--- config.mk ---
export PLATFORM = sky130hd
export DESIGN_NAME = range_reply_frame_parser
export DESIGN_NICKNAME = d
export VERILOG_FILES = /design/src/rrfp_pkg.sv /design/src/rrfp_front.sv /design/src/rrfp_queue.sv /design/src/rrfp_back.sv /design/src/range_reply_frame_parser.sv
export SDC_FILE = /design/constraint.sdc
export NUM_CORES = 1
export LEC_CHECK = 0
export BUFFER_PORTS_ARGS = -buffer_cell sky130_fd_sc_hd__buf_4
export CAP_MARGIN = 20
export CORE_MARGIN = 5
export CORE_UTILIZATION = 61
export DETAILED_ROUTE_END_ITERATION = 16
export PLACE_DENSITY = 0.81
export SYNTH_ARGS = -nofsm -noshare
export SYNTH_HDL_FRONTEND = slang
export SYNTH_HIERARCHICAL = 1
export SYNTH_SLANG_ARGS = --single-unit
--- constraint.sdc ---
create_clock -name i_clk -period 6.7 [get_ports i_clk]
set_input_delay 1.34 -clock i_clk [delete_from_list [all_inputs] [get_ports i_clk]]
set_output_delay 1.34 -clock i_clk [all_outputs]
set_load 0.05 [all_outputs]
--- src/rrfp_pkg.sv ---
// Shared types and constants for the rangefinder reply frame parser.
// Used by the front parser, the record queue, the back decoder and the top level.
// Depends on nothing else.
package rrfp_pkg;

    localparam logic [7:0]  HDR0_BYTE      = 8'hEE;
    localparam logic [7:0]  HDR1_BYTE      = 8'h16;
    localparam logic [7:0]  DEVICE_CODE    = 8'h03;
    localparam logic [7:0]  CMD_SELF_TEST  = 8'h01;
    localparam logic [7:0]  CMD_MEASURE    = 8'h02;
    localparam logic [7:0]  CMD_CONTINUOUS = 8'h04;
    localparam logic [7:0]  NIBBLE_MASK    = 8'h0F;
    localparam logic [3:0]  NIB_FIRST      = 4'd1;
    localparam logic [3:0]  NIB_LAST       = 4'd2;
    localparam logic [15:0] METERS_INVALID = 16'hFFFF;
    localparam logic [9:0]  MM_PER_METER   = 10'd1000;
    localparam logic [6:0]  MM_PER_TENTH   = 7'd100;

    localparam int HEAD_BYTES = 6;
    localparam int Q_DEPTH    = 2;
    localparam int DIST_W     = 26;
    localparam int OUT_TDATA_W = 88;

    // Frame record handed from the parser to the decoder: payload bytes one
    // to five and whether the payload held at least six bytes.
    typedef struct packed {
        logic       is_long;
        logic [7:0] b5;
        logic [7:0] b4;
        logic [7:0] b3;
        logic [7:0] b2;
        logic [7:0] cmd;
    } t_frame_rec;

    // Decoded result, reply_command in the lowest bits.
    typedef struct packed {
        logic              continuous_mode;
        logic [DIST_W-1:0] dist_mm;
        logic              last_target_ok;
        logic              first_target_ok;
        logic              target_ok;
        logic [3:0]        target_number;
        logic              self_test_pass;
        logic [31:0]       self_status_word;
        logic [7:0]        status_byte;
        logic              data_valid;
        logic [7:0]        reply_command;
    } t_result;

    // Push side of the record queue.
    typedef struct packed {
        logic       push;
        t_frame_rec rec;
    } t_push;

endpackage

--- src/rrfp_front.sv ---
// Front parser: hunts for reply frames, checks the checksum and classifies frames.
// Pushes one record per frame that yields a result. Depends on rrfp_pkg.
module rrfp_front #(
    parameter int MAX_PAYLOAD = 16
) (
    input  logic          i_clk,
    input  logic          i_rst_n,
    input  logic          i_valid,
    input  logic [7:0]    i_byte,
    output logic          o_ready,
    input  logic          i_q_full,
    output rrfp_pkg::t_push o_push
);
    import rrfp_pkg::*;

    localparam int LW = $clog2(MAX_PAYLOAD + 1);
    localparam logic [7:0] MAX_LEN = 8'(MAX_PAYLOAD);

    typedef enum logic [4:0] {
        PH_HDR0 = 5'b00001,
        PH_HDR1 = 5'b00010,
        PH_LEN  = 5'b00100,
        PH_BODY = 5'b01000,
        PH_SUM  = 5'b10000
    } t_phase;

    t_phase        r_phase, n_phase;
    logic [LW-1:0] r_len, n_len;
    logic [LW-1:0] r_pos, n_pos;
    logic [7:0]    r_sum, n_sum;
    logic [7:0]    r_head [HEAD_BYTES];

    logic w_take;
    logic w_is_long;
    logic w_keep;

    // Only the checksum byte can need room in the queue.
    assign o_ready = !((r_phase == PH_SUM) && i_q_full);
    assign w_take  = i_valid && o_ready;

    assign w_is_long = (r_len >= LW'(HEAD_BYTES));
    assign w_keep    = (r_len >= LW'(2)) && (r_head[0] == DEVICE_CODE)
                       && !((r_head[1] == CMD_SELF_TEST) && !w_is_long);

    always_comb begin
        n_phase = r_phase;
        n_len   = r_len;
        n_pos   = r_pos;
        n_sum   = r_sum;
        o_push.push = 1'b0;
        o_push.rec  = '{is_long: w_is_long, b5: r_head[5], b4: r_head[4],
                        b3: r_head[3], b2: r_head[2], cmd: r_head[1]};
        if (w_take) begin
            unique case (r_phase)
                PH_HDR0: begin
                    if (i_byte == HDR0_BYTE) n_phase = PH_HDR1;
                end
                PH_HDR1: begin
                    n_phase = (i_byte == HDR1_BYTE) ? PH_LEN : PH_HDR0;
                end
                PH_LEN: begin
                    n_len = LW'(i_byte);
                    n_pos = '0;
                    n_sum = '0;
                    n_phase = ((i_byte != 8'd0) && (i_byte <= MAX_LEN)) ? PH_BODY : PH_HDR0;
                end
                PH_BODY: begin
                    n_sum = r_sum + i_byte;
                    n_pos = r_pos + LW'(1);
                    if (n_pos >= r_len) n_phase = PH_SUM;
                end
                PH_SUM: begin
                    o_push.push = (r_sum == i_byte) && w_keep;
                    n_phase = PH_HDR0;
                    n_len   = '0;
                    n_pos   = '0;
                    n_sum   = '0;
                end
                default: begin
                    n_phase = PH_HDR0;
                    n_len   = '0;
                    n_pos   = '0;
                    n_sum   = '0;
                end
            endcase
        end
    end

    always_ff @(posedge i_clk) begin
        if (!i_rst_n) begin
            r_phase <= PH_HDR0;
            r_len   <= '0;
            r_pos   <= '0;
            r_sum   <= '0;
        end else begin
            r_phase <= n_phase;
            r_len   <= n_len;
            r_pos   <= n_pos;
            r_sum   <= n_sum;
        end
    end

    // Head bytes are only read from the frame that wrote them.
    always_ff @(posedge i_clk) begin
        if (w_take && (r_phase == PH_BODY)) begin
            for (int i = 0; i < HEAD_BYTES; i++) begin
                if (r_pos == LW'(i)) r_head[i] <= i_byte;
            end
        end
    end

endmodule

--- src/rrfp_queue.sv ---
// Short record queue between the front parser and the back decoder.
// Depends on rrfp_pkg for the record type and depth.
module rrfp_queue (
    input  logic                 i_clk,
    input  logic                 i_rst_n,
    input  rrfp_pkg::t_push      i_push,
    input  logic                 i_pop,
    output logic                 o_full,
    output logic                 o_not_empty,
    output rrfp_pkg::t_frame_rec o_rec
);
    import rrfp_pkg::*;

    localparam int IW = (Q_DEPTH > 1) ? $clog2(Q_DEPTH) : 1;
    localparam int CW = $clog2(Q_DEPTH + 1);

    t_frame_rec    r_mem [Q_DEPTH];
    logic [IW-1:0] r_wr, r_rd;
    logic [CW-1:0] r_cnt;

    assign o_full      = (r_cnt == CW'(Q_DEPTH));
    assign o_not_empty = (r_cnt != '0);
    assign o_rec       = r_mem[r_rd];

    function automatic logic [IW-1:0] f_next(input logic [IW-1:0] p);
        f_next = (p == IW'(Q_DEPTH - 1)) ? '0 : p + IW'(1);
    endfunction

    always_ff @(posedge i_clk) begin
        if (i_push.push && !o_full) r_mem[r_wr] <= i_push.rec;
    end

    always_ff @(posedge i_clk) begin
        if (!i_rst_n) begin
            r_wr  <= '0;
            r_rd  <= '0;
            r_cnt <= '0;
        end else begin
            if (i_push.push && !o_full) r_wr <= f_next(r_wr);
            if (i_pop && o_not_empty) r_rd <= f_next(r_rd);
            case ({i_push.push && !o_full, i_pop && o_not_empty})
                2'b10:   r_cnt <= r_cnt + CW'(1);
                2'b01:   r_cnt <= r_cnt - CW'(1);
                default: r_cnt <= r_cnt;
            endcase
        end
    end

endmodule

--- src/rrfp_back.sv ---
// Back decoder: turns a frame record into a result and holds it in the output register.
// Depends on rrfp_pkg.
module rrfp_back (
    input  logic                 i_clk,
    input  logic                 i_rst_n,
    input  logic                 i_q_not_empty,
    input  rrfp_pkg::t_frame_rec i_rec,
    output logic                 o_pop,
    output logic                 o_valid,
    input  logic                 i_ready,
    output rrfp_pkg::t_result    o_result
);
    import rrfp_pkg::*;

    logic       r_valid;
    t_result    r_result, n_result;
    logic [3:0] w_nib;
    logic [15:0] w_meters;
    logic       w_ok;
    logic [DIST_W-1:0] w_dist;

    assign o_pop    = i_q_not_empty && (!r_valid || i_ready);
    assign o_valid  = r_valid;
    assign o_result = r_result;

    assign w_nib    = 4'(i_rec.b2 & NIBBLE_MASK);
    assign w_meters = {i_rec.b3, i_rec.b4};
    assign w_ok     = (w_nib <= NIB_LAST) && (w_meters != METERS_INVALID);
    assign w_dist   = DIST_W'(w_meters) * DIST_W'(MM_PER_METER)
                    + DIST_W'(i_rec.b5) * DIST_W'(MM_PER_TENTH);

    always_comb begin
        n_result = '0;
        n_result.reply_command = i_rec.cmd;
        unique case (i_rec.cmd) inside
            CMD_SELF_TEST: begin
                n_result.data_valid       = 1'b1;
                n_result.status_byte      = i_rec.b5;
                n_result.self_status_word = {i_rec.b5, i_rec.b4, i_rec.b3, i_rec.b2};
                n_result.self_test_pass   = i_rec.b4[0] & i_rec.b5[0];
            end
            CMD_MEASURE, CMD_CONTINUOUS: begin
                if (i_rec.is_long) begin
                    n_result.data_valid      = 1'b1;
                    n_result.status_byte     = i_rec.b2;
                    n_result.target_number   = i_rec.b2[7:4];
                    n_result.target_ok       = w_ok;
                    n_result.first_target_ok = w_ok && (w_nib == NIB_FIRST);
                    n_result.last_target_ok  = w_ok && (w_nib == NIB_LAST);
                    n_result.dist_mm         = w_ok ? w_dist : '0;
                    n_result.continuous_mode = (i_rec.cmd == CMD_CONTINUOUS);
                end
            end
            default: begin
            end
        endcase
    end

    always_ff @(posedge i_clk) begin
        if (!i_rst_n) begin
            r_valid <= 1'b0;
        end else if (o_pop) begin
            r_valid <= 1'b1;
        end else if (i_ready) begin
            r_valid <= 1'b0;
        end
    end

    always_ff @(posedge i_clk) begin
        if (o_pop) r_result <= n_result;
    end

endmodule

--- src/range_reply_frame_parser.sv ---
// Rangefinder reply frame parser, top level. Depends on rrfp_pkg, rrfp_front,
// rrfp_queue and rrfp_back.
// Throughput: one received byte per cycle; the input stalls only on a checksum byte
// while the two-entry record queue is full.
// Path: once its checksum byte is accepted, a result is written into the record queue
// and from there into the output register, which drives the master side.
// Reset: synchronous, active low; the parser returns to hunting for a header and the
// queue and output register empty. Stored payload bytes are not cleared.
module range_reply_frame_parser #(
    parameter int MAX_PAYLOAD = 16
) (
    input  logic        i_clk,
    input  logic        i_rst_n,
    input  logic        i_s_tvalid,
    output logic        o_s_tready,
    input  logic [7:0]  i_s_tdata,   // [7:0] rx_byte
    output logic        o_m_tvalid,
    input  logic        i_m_tready,
    // [7:0] reply_command, [8] data_valid, [16:9] status_byte,
    // [48:17] self_status_word, [49] self_test_pass, [53:50] target_number,
    // [54] target_ok, [55] first_target_ok, [56] last_target_ok,
    // [82:57] dist_mm, [83] continuous_mode, [87:84] zero
    output logic [rrfp_pkg::OUT_TDATA_W-1:0] o_m_tdata
);
    import rrfp_pkg::*;

    t_push      w_push;
    t_frame_rec w_q_rec;
    t_result    w_result;
    logic       w_q_full;
    logic       w_q_not_empty;
    logic       w_pop;

    // The front parser walks the frame layout one byte per request and decides,
    // at the checksum byte, whether the frame produces a result at all.
    rrfp_front #(
        .MAX_PAYLOAD (MAX_PAYLOAD)
    ) u_front (
        .i_clk    (i_clk),
        .i_rst_n  (i_rst_n),
        .i_valid  (i_s_tvalid),
        .i_byte   (i_s_tdata),
        .o_ready  (o_s_tready),
        .i_q_full (w_q_full),
        .o_push   (w_push)
    );

    // The queue lets the parser keep taking bytes while a result waits downstream.
    rrfp_queue u_queue (
        .i_clk       (i_clk),
        .i_rst_n     (i_rst_n),
        .i_push      (w_push),
        .i_pop       (w_pop),
        .o_full      (w_q_full),
        .o_not_empty (w_q_not_empty),
        .o_rec       (w_q_rec)
    );

    // The back decoder computes the fields, including the distance multiply,
    // and registers the result.
    rrfp_back u_back (
        .i_clk         (i_clk),
        .i_rst_n       (i_rst_n),
        .i_q_not_empty (w_q_not_empty),
        .i_rec         (w_q_rec),
        .o_pop         (w_pop),
        .o_valid       (o_m_tvalid),
        .i_ready       (i_m_tready),
        .o_result      (w_result)
    );

    assign o_m_tdata = {(OUT_TDATA_W - $bits(t_result))'(0), w_result};

`ifndef ASSERT_OFF
    a_no_push_when_full: assert property (@(posedge i_clk) disable iff (!i_rst_n)
        !(w_push.push && w_q_full))
        else $error("record pushed into a full queue");

    a_push_fills_queue: assert property (@(posedge i_clk) disable iff (!i_rst_n)
        w_push.push |=> w_q_not_empty)
        else $error("pushed record not visible in queue");

    a_pop_only_when_free: assert property (@(posedge i_clk) disable iff (!i_rst_n)
        w_pop |-> (!o_m_tvalid || i_m_tready))
        else $error("result register overwritten while held");

    a_invalid_is_bare: assert property (@(posedge i_clk) disable iff (!i_rst_n)
        (o_m_tvalid && !w_result.data_valid) |->
            (w_result.dist_mm == '0 && w_result.status_byte == '0
             && w_result.self_status_word == '0))
        else $error("command-only result carries data");
`endif

endmodule

**Word-level counts from Yosys, hierarchy flattened**

Memories as Yosys holds them, arrays and structs flattened. A register that Yosys moved wholly into a read port is not among the register bits.
Index checks and enable logic that the tools add are counted.

- Word-level logic and storage cells: 156
- Register bits after elaboration: 112
- Memories kept: 2
- Output and inout port bits: 90
- Bits in writable memories: 130
- Input bits: 12

- Multipliers: 2
- Muxes and demuxes: 54
- Bitwise logic cells: 3
- Reduce and logical (&&, ||, !) cells: 38
- Equality and inequality tests: 26
- Add/subtract/negate cells: 7
- $lt $le $gt $ge: 5

Memories:

| memory | depth | bits a word | rd ports | clocked after Yosys merged registers in | write ports | line | text |
|---|---|---|---|---|---|---|---|
| u_queue.r_mem | 2 | 41 | 1 | 1 | 1 | rrfp_queue.sv:17 | `t_frame_rec r_mem [Q_DEPTH];` |
| u_front.r_head | 6 | 8 | 6 | 0 | 1 | rrfp_front.sv:31 | `logic [7:0] r_head [HEAD_BYTES];` |

Operators with widths:

| cell | count |
|---|---|
| $mux W8 | 5 |
| $reduce_or A8 Y1 | 5 |
| $mux W1 | 33 |
| $add A26 B15 Y26 | 1 |
| $mul A16 B7 Y23 const B | 1 |
| $pmux W5 S2 | 2 |
| $pmux W5 S4 | 1 |
| $mux W3 | 6 |
| $pmux W9 S2 | 1 |
| $eq A8 B1 Y1 const B | 2 |
| $eq A8 B2 Y1 const B | 2 |
| $ne A16 B16 Y1 const B | 1 |
| $pmux W8 S2 | 1 |
| $eq A5 B2 Y1 const B | 3 |
| $eq A5 B3 Y1 const B | 3 |
| $logic_and A1 B1 Y1 | 14 |
| $mul A8 B5 Y13 const B | 1 |
| $eq A5 B1 Y1 const B | 2 |
| $mux W5 | 2 |
| $mux W9 | 1 |
| $add A8 B8 Y8 | 1 |
| $eq A8 B3 Y1 const B | 1 |
| $eq A8 B5 Y1 const B | 1 |
| $eq A8 B8 Y1 | 1 |
| 30 further kinds | 44 |

**Logic depth before layout (Yosys ltp)**

- Depth after elaboration: 13
- Mapped depth: 23
- Depth with buffers taken out: 21

**Cells and area by module**

Netlist, hierarchy kept.

By module, submodules not included:

| module | cells each | seq. area each (µm²) | times used | area each (µm²) |
|---|---|---|---|---|
| rrfp_back | 643 | 2,482.4 | 1 | 7,154.4 |
| rrfp_queue | 154 | 2,562.5 | 1 | 3,186.8 |
| rrfp_front | 261 | 1,901.8 | 1 | 3,174.3 |
| range_reply_frame_parser | 5 | 0.0 | 1 | 33.8 |

**Worst setup path before layout**

OpenSTA, ideal clock, no wires.

- Path type: input to register
- Start: input i_m_tready
- End: register u_queue.r_cnt[1]
- Stages on the path: 6
- Data required time: 6,630 ps
- Data arrival time: 6,199 ps
- Buffers on the path: 0
- Library setup time: 70 ps
- Slack: 431 ps
- Cell sequence: nor2b_1 > nor2b_1 > o21a_1 > ha_1 > or3_1 > a21boi_1

- Word-level cells in the longest chain between the ends: 5
- Elaborated cells between the ends (all ways): 7
- Classes of those cells: eq/ne: 2; mux: 1; reduce/logical: 4

Ends and longest elaborated chain:

| element | line | text |
|---|---|---|
| start: declaration | range_reply_frame_parser.sv:18 | `input logic i_m_tready,` |
| $logic_or A1 B1 Y1 (*) | rrfp_back.sv:22 | `assign o_pop = i_q_not_empty && (!r_valid \|\| i_ready);` |
| $logic_and A1 B1 Y1 (*) | rrfp_back.sv:22 |  |
| net w_pop | range_reply_frame_parser.sv:32 | `logic w_pop;` |
| $logic_and A1 B1 Y1 (*) | rrfp_queue.sv:41 | `case ({i_push.push && !o_full, i_pop && o_not_empty})` |
| $eq A2 B1 Y1 or $eq A2 B2 Y1 (tied branches) | rrfp_queue.sv:41 |  |
| $pmux W2 S2 or $reduce_bool A2 Y1 (tied branches) | n/a |  |
| end signal: assignment | rrfp_queue.sv:42 | `2'b10: r_cnt <= r_cnt + CW'(1);` |
| end signal: assignment | rrfp_queue.sv:43 | `2'b01: r_cnt <= r_cnt - CW'(1);` |
| end signal: assignment | rrfp_queue.sv:44 | `default: r_cnt <= r_cnt;` |
| end: declaration | rrfp_queue.sv:19 | `logic [CW-1:0] r_cnt;` |

The timed path passes the listed nets; every way through them passes the cells marked *.
A chain may end at the register's enable or synchronous reset.

==> results by group <==
Synthesis
  • Syn_area_per_cell: between 10 and 15 µm²
  • Synth Warn #: 6
  • Synthesized area: roughly 14000 µm²
  • Sequential area share after synthesis: 51.27%
  • Synth cell types: 72
  • Prevailing post-synth register cell: edfxtp_1
  • FFs w/ async S/R, synth: 0%
  • EDFF count, synth: 212
  • Syn Inst Count: 1063
  • Register bit total from synthesis: 241

Route
  • Routed vias: ~8400
  • DRC viols: 0
  • DRT iter0 DRCs: between 400 and 500
  • WL per Instance: ~18 µm
  • Detail Route Antenna Nets: 0
  • DR pass1 iterations: 5
  • Final WL: around 27000 µm
  • Mean number of vias per cell: 5.713

Critical path
  • Cell Chain, Critical Path: buf_4 > mux2_2 > inv_1 > fa_1 > fa_1 > fa_1 > fa_1 > inv_1 > ha_1 > a21oi_1 > nand2_1 > nand4b_1 > a2111oi_4 > nor3b_1 > a211oi_1 > nand2_1 > or4_1 > a21oi_1
  • Family with the most delay on the worst path: adder cells
  • Crit Path Max Fanout: 10
  • Slowest-stage cell, CP: fa_1
  • Crit path required time: 7.06 ns
  • CP arrival: between 6 and 7 ns
  • Crit path buf inv count: 3
  • Cell mode on critical path: fa_1
  • Worst path max stage delay: ~0.56 ns
  • Setup CP Type: reg2reg
  • CP endpoint kind: register
  • CP startpoint kind: register

Place
  • DP Worst Slack: between 0.4 and 0.5 ns
  • IO buf count: 95
  • Routability cong.: ~0.91
  • Post-DP HPWL: slightly below 20000 µm
  • Placed Instances: 1425

STA
  • Tcrit/Tclk final: 94.50%
  • Slew headroom: 28.79%
  • Worst setup margin: between 0.3 and 0.4 ns
  • Worst Clk Skew: between 0.015 and 0.02 ns
  • TNS Setup: 0 ns
  • Fmax: 157.9 MHz
  • Final Hold Violating Endpoints: 0
  • Slew at the pin closest to its max-slew limit: 1.062 ns
  • RSZ-0062 raised after global routing: no
  • Pins Over Slew Limit: 0
  • Tmin final: roughly 6.3 ns
  • Final setup fails: 0

Floorplan
  • Initial Util: between 60% and 70%
  • Num ports: 102
  • DIE WIDTH: ~160 µm
  • Height of the die: between 150 and 200 µm
  • Core Rows: 54
  • Core Region: around 22000 µm²
  • Die area: about 25000 µm²

Power and ir drop
  • Internal power: approximately 0.0024 W
  • Gate power share: around 1.3%
  • Clock power frac: around 45%
  • PD cells: about 200 nW/µm²
  • Worst IR Drop VDD: about 0.00022 V
  • Sequential share of power: between 50% and 60%
  • LEAKAGE: between 6 and 7 nW
  • Switching Fraction: about 20%
  • Sw power: 0.0006104 W

Cells and area
  • Share of cells above drive strength 1: between 10% and 20%
  • Inserted Diodes: 0
  • Final Non-Filler Cells: around 1500
  • Commonest non-fill, non-tap cell in the layout: edfxtp_1
  • Most frequent cells in the layout: edfxtp_1, inv_1, ha_1
  • P&R area growth vs syn: 13.82%
  • Final Core Density: between 70% and 80%
  • Final nets: around 1400

Global routing
  • Grt total ovfl: 0
  • Number of global-route vias before repair: between 8000 and 9000
  • All-layer global routing usage: about a fifth
  • First-pass GRT wire length: 44540 µm
  • Initial antenna violation count: 0
  • Largest net degree at the start of global routing: 70

Clocking
  • CTS Buf Count: 26
  • CTS Hold Buffers Added: 0
  • Post_cts resized: 0
  • TritonCTS Sinks: approximately 240
  • Clock Path Buffers: 3
  • Root buffer cell: clkbuf_16
  • CTS tree: yes
  • Clk_lat worst skew: roughly 0.54 ns
  • Post CTS Setup Buffer Count: 0
  • CTS clock-pin slew for the worst setup and hold paths: around 0.060 ns
  • H-tree Lvls: 1

Run
  • Max-Cap Viols: 0

Status
  • Status: complete, no violations

Worst hold path
  • Worst Hold Class: reg2reg
==> power groups by stage <==
stage,Combinational (W),Sequential (W),Clock (W)
final,0.0000396,0.00161,0.00138
after global routing,0.0000415,0.00161,0.00147
after CTS,0.0000393,0.00161,0.00140
after detailed placement,0.0000393,0.00165,0
after global placement,0.0000392,0.00165,0
after floorplan,0.0000217,0.00165,0
==> area by class of cell <==
type	count	area [µm²]
Timing Repair Buffer	105	793.3
Sequential cell	241	6947
Multi-Input combinational cell	682	6043
Clock inverter	15	142.6
Clock buffer	33	706.9
Tap cell	280	350.3
Inverter	117	439.2
Fill cell	1473	6401
==> stage by stage <==
step	cell area [µm²]	total power (W)	hold slack, ns
6_report	15420	0.003029	0.4429
5_1_grt	15420	0.003123	0.4542
4_1_cts	15420	0.003051	0.4435
3_5_place_dp	14570	0.001685	0.4297
3_3_place_gp	14550	0.001685	0.4217
2_1_floorplan	13560	0.001668	0.4215
==> path summary, 6_finish.rpt <==
path | slack (ns) | endpoint | cells after the start | from
worst min register to register | 0.44 | u_queue/r_mem[0][36]$_DFFE_PP_ | 0 | u_front/r_head[5][4]$_DFFE_PP_
worst min-delay path | 0.44 | u_queue/r_mem[0][36]$_DFFE_PP_ | 0 | u_front/r_head[5][4]$_DFFE_PP_
worst max-delay path | 0.37 | u_back/o_result[82]$_SDFFCE_PN0P_ | 18 | register
worst max register to register | 0.37 | u_back/o_result[82]$_SDFFCE_PN0P_ | 18 | register
==> state kept, by name, indices dropped and copies added (netlist names), named ones only <==
| signal | count |
|---|---|
| u_back/o_result | 82 |
| u_back/o_valid | 1 |
| u_front/r_head | 48 |
| u_front/r_len | 5 |
| u_front/r_phase | 5 |
| u_front/r_pos | 5 |
| u_front/r_sum | 8 |
| u_queue/r_cnt | 2 |
| u_queue/r_mem | 82 |
| u_queue/r_rd | 1 |
| u_queue/r_wr | 1 |
==> cells in the mapped netlist, types with 5 or more instances <==
cell type	number	area, µm²
buf_4	7	52.55
or2_2	9	56.30
a22oi_1	9	67.56
or4_1	6	45.04
fa_1	59	1181
xnor2_1	34	297.8
nand4_1	5	31.28
o211ai_1	9	67.56
nor4b_1	6	52.55
nand2b_1	6	37.54
nand3_1	13	65.06
ha_1	109	1364
o21ai_0	20	100.1
dfxtp_1	29	580.6
nor3_1	18	90.09
a21o_1	22	165.2
buf_2	6	30.03
mux2_2	43	484.2
edfxtp_1	212	6366
xor2_1	19	166.4
nor2_1	56	210.2
clkbuf_1	12	45.04
o21bai_1	6	45.04
nor2b_1	10	62.56
and3_1	5	31.28
mux2i_1	7	70.07
and2_1	42	262.8
inv_1	115	431.7
o21a_1	13	97.59
nand2_1	36	135.1
nor4_1	8	50.05
a211oi_1	8	60.06
a21oi_1	39	195.2
==> logic make-up after synthesis <==
family                     share of synthesized area, %
adders and majority gates                         18.78
other                                           0.05543
DFF                                               51.27
and+or+nand+nor                                   9.982
muxes                                             4.091
xor gates and xnor gates                          3.426
buffers and inverters                             4.303
AOI/OAI and AO/OA                                 8.089
==> metal layers <==
layer	part of all wire [%]	vias to the layer above	GRT usage, %
met5	0	-	0
met2	52	247	37.74
met4	2.2	0	5.351
met1	41	4101	27.06
li1	-	4024	-
met3	5.0	43	3.417
No activity file was read; power rests on OpenSTA's default activity.
